==> src/hdl/ip_address_classifier_core_assert.svh <==
// assertion macros for the ip address classifier
`ifndef IP_ADDRESS_CLASSIFIER_CORE_ASSERT_SVH
`define IP_ADDRESS_CLASSIFIER_CORE_ASSERT_SVH

`ifndef SYNTHESIS
`define IPAC_ASSERT(lbl, clk, rst_n, prop) \
	lbl: assert property (@(posedge clk) disable iff (!rst_n) (prop)) \
		else $error("ipac assertion failed");
`define IPAC_ASSERT_NEVER(lbl, clk, rst_n, expr) \
	lbl: assert property (@(posedge clk) disable iff (!rst_n) !(expr)) \
		else $error("ipac forbidden condition seen");
`else
`define IPAC_ASSERT(lbl, clk, rst_n, prop)
`define IPAC_ASSERT_NEVER(lbl, clk, rst_n, expr)
`endif

`endif

==> src/hdl/ipac_pkg.sv <==
// types and category codes shared by the ip address classifier
`default_nettype none

package ipac_pkg;

	typedef logic [4:0] category_t;

	typedef struct packed {
		logic        command;
		logic [63:0] address_high;
		logic [63:0] address_low;
		logic [7:0]  prefix_length;
	} in_word_t;

	localparam logic FAMILY_V4 = 1'b0;
	localparam logic FAMILY_V6 = 1'b1;

	localparam logic [7:0] V4_MAX_PREFIX = 8'd32;

	localparam category_t CAT_BAD_PREFIX   = 5'd0;
	localparam category_t CAT_ANY          = 5'd1;
	localparam category_t CAT_ZERO_NET     = 5'd2;
	localparam category_t CAT_CLASS_A      = 5'd3;
	localparam category_t CAT_LOOPBACK     = 5'd4;
	localparam category_t CAT_CLASS_B      = 5'd5;
	localparam category_t CAT_CLASS_C      = 5'd6;
	localparam category_t CAT_CLASS_D      = 5'd7;
	localparam category_t CAT_CLASS_E      = 5'd8;
	localparam category_t CAT_LIMITED_BC   = 5'd9;
	localparam category_t CAT_NET_ID       = 5'd10;
	localparam category_t CAT_DIRECTED_BC  = 5'd11;
	localparam category_t CAT_V6_UNSPEC    = 5'd12;
	localparam category_t CAT_V6_LOOPBACK  = 5'd13;
	localparam category_t CAT_V6_COMPAT    = 5'd14;
	localparam category_t CAT_V6_MAPPED    = 5'd15;
	localparam category_t CAT_V6_LINKLOCAL = 5'd16;
	localparam category_t CAT_V6_SITELOCAL = 5'd17;
	localparam category_t CAT_V6_MULTICAST = 5'd18;
	localparam category_t CAT_V6_UNICAST   = 5'd19;

endpackage

`default_nettype wire

==> src/hdl/ipac_classify.sv <==
// combinational address classification for one input word
`default_nettype none

module ipac_classify (
	input  var ipac_pkg::in_word_t  word,
	output var ipac_pkg::category_t category
);

	logic [31:0]         a;
	logic [7:0]          pfx;
	logic [31:0]         hmask;
	logic [31:0]         hbits;
	logic                host_chk;
	logic                net_id;
	logic                bcast;
	logic                is_abc;
	ipac_pkg::category_t cls_cat;
	ipac_pkg::category_t v4_cat;
	ipac_pkg::category_t v6_cat;
	logic [63:0]         hi;
	logic [63:0]         lo;
	logic                hi_zero;

	assign a   = word.address_low[31:0];
	assign pfx = word.prefix_length;
	assign hi  = word.address_high;
	assign lo  = word.address_low;

	// host part of the address under the prefix mask
	assign hmask    = (pfx[7:5] != 3'd0) ? 32'd0 : (32'hFFFF_FFFF >> pfx[4:0]);
	assign hbits    = a & hmask;
	assign host_chk = (pfx != 8'd0);
	assign net_id   = (hbits == 32'd0);
	assign bcast    = (hbits == hmask);

	always_comb begin
		is_abc  = 1'b0;
		cls_cat = ipac_pkg::CAT_CLASS_E;
		if (!a[31]) begin
			if (a == 32'd0) begin
				cls_cat = ipac_pkg::CAT_ANY;
			end else if (a[31:24] == 8'h00) begin
				cls_cat = ipac_pkg::CAT_ZERO_NET;
			end else if (a[31:24] == 8'h7F) begin
				cls_cat = ipac_pkg::CAT_LOOPBACK;
			end else begin
				cls_cat = ipac_pkg::CAT_CLASS_A;
				is_abc  = 1'b1;
			end
		end else if (a[30] == 1'b0) begin
			cls_cat = ipac_pkg::CAT_CLASS_B;
			is_abc  = 1'b1;
		end else if (a[29] == 1'b0) begin
			cls_cat = ipac_pkg::CAT_CLASS_C;
			is_abc  = 1'b1;
		end else if (a[28] == 1'b0) begin
			cls_cat = ipac_pkg::CAT_CLASS_D;
		end else if (a == 32'hFFFF_FFFF) begin
			cls_cat = ipac_pkg::CAT_LIMITED_BC;
		end
	end

	always_comb begin
		if (pfx > ipac_pkg::V4_MAX_PREFIX) begin
			v4_cat = ipac_pkg::CAT_BAD_PREFIX;
		end else if (is_abc && host_chk && net_id) begin
			v4_cat = ipac_pkg::CAT_NET_ID;
		end else if (is_abc && host_chk && bcast) begin
			v4_cat = ipac_pkg::CAT_DIRECTED_BC;
		end else begin
			v4_cat = cls_cat;
		end
	end

	assign hi_zero = (hi == 64'd0);

	always_comb begin
		if (hi_zero && lo == 64'd0) begin
			v6_cat = ipac_pkg::CAT_V6_UNSPEC;
		end else if (hi_zero && lo == 64'd1) begin
			v6_cat = ipac_pkg::CAT_V6_LOOPBACK;
		end else if (hi_zero && lo[63:32] == 32'd0 && lo[31:1] != 31'd0) begin
			v6_cat = ipac_pkg::CAT_V6_COMPAT;
		end else if (hi_zero && lo[63:32] == 32'h0000_FFFF) begin
			v6_cat = ipac_pkg::CAT_V6_MAPPED;
		end else if (hi[63:54] == 10'h3FA) begin
			v6_cat = ipac_pkg::CAT_V6_LINKLOCAL;
		end else if (hi[63:54] == 10'h3FB) begin
			v6_cat = ipac_pkg::CAT_V6_SITELOCAL;
		end else if (hi[63:56] == 8'hFF) begin
			v6_cat = ipac_pkg::CAT_V6_MULTICAST;
		end else begin
			v6_cat = ipac_pkg::CAT_V6_UNICAST;
		end
	end

	assign category = (word.command == ipac_pkg::FAMILY_V6) ? v6_cat : v4_cat;

endmodule

`default_nettype wire

==> src/hdl/ip_address_classifier_core.sv <==
// The classifier takes one IPv4 or IPv6 address word per clock while item_stall is
// low and returns one category code for each. An accepted word is held in the input
// register, is classified by shallow compare and mask logic, and moves into the result
// register, from which it is offered; the sustained rate is one word per cycle while
// result_stall stays low. The input register keeps accepting while a finished
// result waits under result_stall; item_stall rises only when both registers hold
// words and the result is stalled. The block keeps no state across words.
`default_nettype none
`include "ip_address_classifier_core_assert.svh"

module ip_address_classifier_core (
	input  wire         clk,
	input  wire         arst_n,
	input  wire         item_valid,
	output logic        item_stall,
	input  wire         command,
	input  wire  [63:0] address_high,
	input  wire  [63:0] address_low,
	input  wire  [7:0]  prefix_length,
	output logic        result_valid,
	input  wire         result_stall,
	output logic [4:0]  category
);

	ipac_pkg::in_word_t  word_s1;
	logic                valid_s1;
	ipac_pkg::category_t cat_comb;
	ipac_pkg::category_t cat_s2;
	logic                valid_s2;
	logic                adv_s2;
	logic                load_s1;
	logic                move_s1;
	logic                bad_pfx_s1;
	logic                is_v6_s1;

	assign adv_s2     = !valid_s2 || !result_stall;
	assign item_stall = valid_s1 && !adv_s2;
	assign load_s1    = item_valid && !item_stall;
	assign move_s1    = valid_s1 && adv_s2;

	// input register
	always_ff @(posedge clk or negedge arst_n) begin
		if (!arst_n) begin
			valid_s1 <= 1'b0;
		end else if (!item_stall) begin
			valid_s1 <= item_valid;
		end
	end

	always_ff @(posedge clk) begin
		if (load_s1) begin
			word_s1.command       <= command;
			word_s1.address_high  <= address_high;
			word_s1.address_low   <= address_low;
			word_s1.prefix_length <= prefix_length;
		end
	end

	ipac_classify u_classify (
		.word     (word_s1),
		.category (cat_comb)
	);

	// result register
	always_ff @(posedge clk or negedge arst_n) begin
		if (!arst_n) begin
			valid_s2 <= 1'b0;
		end else if (adv_s2) begin
			valid_s2 <= valid_s1;
		end
	end

	always_ff @(posedge clk) begin
		if (move_s1) begin
			cat_s2 <= cat_comb;
		end
	end

	assign result_valid = valid_s2;
	assign category     = cat_s2;

	assign bad_pfx_s1 = (word_s1.command == ipac_pkg::FAMILY_V4) &&
		(word_s1.prefix_length > ipac_pkg::V4_MAX_PREFIX);
	assign is_v6_s1   = (word_s1.command == ipac_pkg::FAMILY_V6);

	`IPAC_ASSERT(a_load_fills_s1, clk, arst_n, load_s1 |=> valid_s1)
	`IPAC_ASSERT(a_stall_only_full, clk, arst_n, item_stall |-> (valid_s1 && valid_s2 && result_stall))
	`IPAC_ASSERT(a_bad_prefix, clk, arst_n, (move_s1 && bad_pfx_s1) |=> category == ipac_pkg::CAT_BAD_PREFIX)
	`IPAC_ASSERT(a_v6_range, clk, arst_n, (move_s1 && is_v6_s1) |=> category >= ipac_pkg::CAT_V6_UNSPEC)
	`IPAC_ASSERT_NEVER(a_code_range, clk, arst_n, result_valid && category > ipac_pkg::CAT_V6_UNICAST)

endmodule

`default_nettype wire

==> config.mk <==
export PLATFORM = sky130hd
export DESIGN_NAME = ip_address_classifier_core
export DESIGN_NICKNAME = d
export VERILOG_FILES = /design/src/hdl/ipac_pkg.sv /design/src/hdl/ipac_classify.sv /design/src/hdl/ip_address_classifier_core.sv
export VERILOG_INCLUDE_DIRS = /design/src /design/src/hdl
export SDC_FILE = /design/constraint.sdc
export NUM_CORES = 1
export LEC_CHECK = 0
export BUFFER_PORTS_ARGS = -buffer_cell sky130_fd_sc_hd__buf_2
export CORE_MARGIN = 5
export CORE_UTILIZATION = 57
export DETAILED_ROUTE_END_ITERATION = 8
export PLACE_DENSITY_LB_ADDON = 0.12
export SETUP_SLACK_MARGIN = 0.3
export SLEW_MARGIN = 5
export SYNTH_ARGS = -nofsm -noshare
export SYNTH_HDL_FRONTEND = slang
export SYNTH_SLANG_ARGS = --single-unit
==> constraint.sdc <==
create_clock -name clk -period 7.8 [get_ports clk]
set_clock_uncertainty 0.2 [all_clocks]
set_input_delay 1.56 -clock clk [delete_from_list [all_inputs] [get_ports clk]]
set_output_delay 1.56 -clock clk [all_outputs]
set_load 0.1 [all_outputs]
==> flow_metrics.py <==
metrics = {
    "worst_setup_path": {
        "critical_path.top_delay_family": "buffers and inverters",
        "slowest_delay_ns": 0.42,
        "worstPathMaxFanout": 3,
        "cp_cell_sequence": "buf_2 -> nand3_1 -> inv_1 -> buf_2",
        "crit_arrival_ns": 2.26,
        "path_common_cell": "buf_2",
        "path_buf_inv": 3,
        "cp_slowest_cell": "buf_2",
        "crit_type": "in2out",
        "required_ns": 6.04,
        "cp-end-kind": "primary output",
        "cp-start-kind": "input pin",
    },
    "power_and_ir_drop": {
        "ir_drop_mv": 0.213,
        "p_leak_nw": 2.61,
        "p_per_area_nw_per_um2": 250,
    },
    "yosys": {
        "syn_avg_cell_area_um2": 15.2,
        "syn_area_um2": 5840,
        "synthFlopType": "edfxtp_1",
        "synthArstFlopShare_pct": 1.39,
        "ys_warn_count": 0,
        "synth_cell_type_count": 65,
        "synth_nets": 524,
        "synth-edff-count": 142,
        "syn_inst": 383,
        "synth_seq_cells": 144,
        "ys_seq_area_share_pct": 73.9,
    },
    "clocking": {
        "htree_levels": 4,
        "insertion_delay_ns": 0.52,
        "cts_hold_buf": 0,
        "cts_buffers": 17,
        "post_cts_resized": 0,
        "cts_tree": "done",
        "clock-sinks": 144,
        "clockBufferDepth": 2,
        "path_clk_slew_ns": 0.06,
        "postCtsSetupBuffers": 0,
        "root_buffer": "clkbuf_8",
    },
    "global_routing": {
        "antenna_found_initial": 2,
        "grt_pass1_wl_mm": 20.2,
        "grt_max_degree": 100,
        "groute.usage.overall_pct": 21.2,
        "gr-total-overflow": 0,
        "grt_pass1_vias": 4048,
    },
    "sta": {
        "hold_violations": 0,
        "worst_pin_slew_ns": 1.17,
        "setup_viol": 0,
        "period_needed_ns": 4.02,
        "slew_headroom_pct": 22.0,
        "setup_tns_ns": 0,
        "rsz0062_at_grt": "false",
        "post-route-period-util_pct": 51.5,
        "fmax_mhz": 249,
        "drv_slew": 0,
    },
    "die": {
        "ios": 148,
        "initial_core_util_pct": 57.6,
        "die_x_um": 111,
        "core-area_um2": 10100,
        "dieArea_um2": 12400,
        "num_rows": 37,
        "die-height_um": 111,
    },
    "route": {
        "wl_per_cell_um": 18.5,
        "remaining_drc_errors": 0,
        "viasPerCell": 5.87,
        "drtPass1Iterations": 6,
        "antenna_left": 0,
        "vias": 4003,
        "wl_mm": 12.6,
        "first_iter_violations": 245,
    },
    "worst_hold_path": {
        "hold_path.class": "reg2reg",
    },
    "layout": {
        "antenna_cells": 0,
        "nets": 676,
        "fill_cells": 744,
        "design_area_um2": 7140,
        "final_common_cell": "buf_2",
        "multi_input_area_um2": 1350,
        "ff_latch_area_um2": 4310,
        "drive_gt1_share_pct": 35.2,
        "area_growth_pct": 22.3,
        "mostFrequentLayoutCells": "buf_2 (147), edfxtp_1 (142), nor4_1 (30)",
    },
    "flow_run": {
        "maxCapViolations": 0,
    },
    "place": {
        "dpl.hpwl_mm": 9.06,
        "io_buffer_count": 147,
        "dpl_cell_area_um2": 6620,
        "gp_congestion": 0.981,
    },
    "run_status": {
        "outcome": "completed",
    },
}
[path summary, 6_finish.rpt]
path | startpoint | slack [ns] | endpoint | cells past startpoint
min reg2reg | valid_s1$_DFFE_PN0N_ | 0.30 | result_valid$_DFFE_PN0N_ | 1
max reg2reg | word_s1[2]$_DFFE_PP_ | 4.78 | category[2]$_DFFE_PP_ | 7
max | result_stall | 3.78 | item_stall | 4
min in group asynchronous | arst_n | 0.61 | result_valid$_DFFE_PN0N_ | 1
min | valid_s1$_DFFE_PN0N_ | 0.30 | result_valid$_DFFE_PN0N_ | 1
max in group asynchronous | arst_n | 6.69 | valid_s1$_DFFE_PN0N_ | 1
[synthesized netlist by cell type, drive strengths merged (4+ instances only)]
cell	n	share of area, %
nor3	15	1.4
o21ai	20	1.8
buf	13	2.1
o211ai	5	0.64
edfxtp	142	73
a31oi	6	0.64
nand4	17	1.8
a21o	4	0.51
inv	11	0.71
nand2	19	1.3
a21oi	19	1.6
a211o	4	0.60
nor4	32	3.6
nand3	9	0.77
nor2	12	0.81
[registers in the layout, indices dropped and copies added (netlist names)]
register and count:
word_s1 136, category 5, is_v6_s1 1, result_valid 1, valid_s1 1
[routing by layer]
| metal | share of wire, % | GRT usage (%) |
|---|---|---|
| met5 | 0.11 | 0 |
| met4 | 1.7 | 8.19 |
| met3 | 9.2 | 7.64 |
| met2 | 50 | 34.4 |
| met1 | 39 | 26.1 |
[power breakdown]
group | internal (W) | leakage [nW] | switching [W] | total (W)
sequential | 0.000913 | 1.39 | 0.0000388 | 0.000951
clock | 0.000419 | 0.252 | 0.000287 | 0.000706
combinational | 0.0000501 | 0.968 | 0.0000766 | 0.000127
[final cells by class]
class	instances	area share, %
flip-flops and latches	144	60.4
multi-input cells	213	18.9
repair buffers	148	10.4
clock buffers	21	6.01
well taps	136	2.38
clock inverters	9	1.23
inverters	11	0.579
[cells by family (layout without fill, tap and decap cells)]
| group | Yosys count | count (layout) | share of synthesized area (%) |
|---|---|---|---|
| AO/OA/AOI/OAI | 96 | 96 | 11.9 |
| flip-flops | 144 | 144 | 73.9 |
| AND/OR/NAND/NOR | 117 | 117 | 11.3 |
| buffers and inverters | 26 | 189 | 2.96 |
[through the flow]
stage               setup WS, ns  total power, W  cells  hold slack (ns)  util, %
CTS                         3.78         0.00180    682            0.309     70.4
detailed placement          3.78         0.00109    652            0.301     65.3
global route                3.75         0.00185    682            0.330     70.4
finish                      3.78         0.00178    682            0.304     70.4
floorplan                   2.25         0.00104    383            0.243        -
global placement            3.81         0.00109    652            0.268     65.3
[worst register-to-register path, delay by kind of cell, from the launching register on]
family           cells  cell delay (ns)
flip-flops           1             1.02
AO/OA/AOI/OAI        5             0.91
AND/OR/NAND/NOR      2             0.64
No activity file was read; power rests on OpenSTA's default activity.
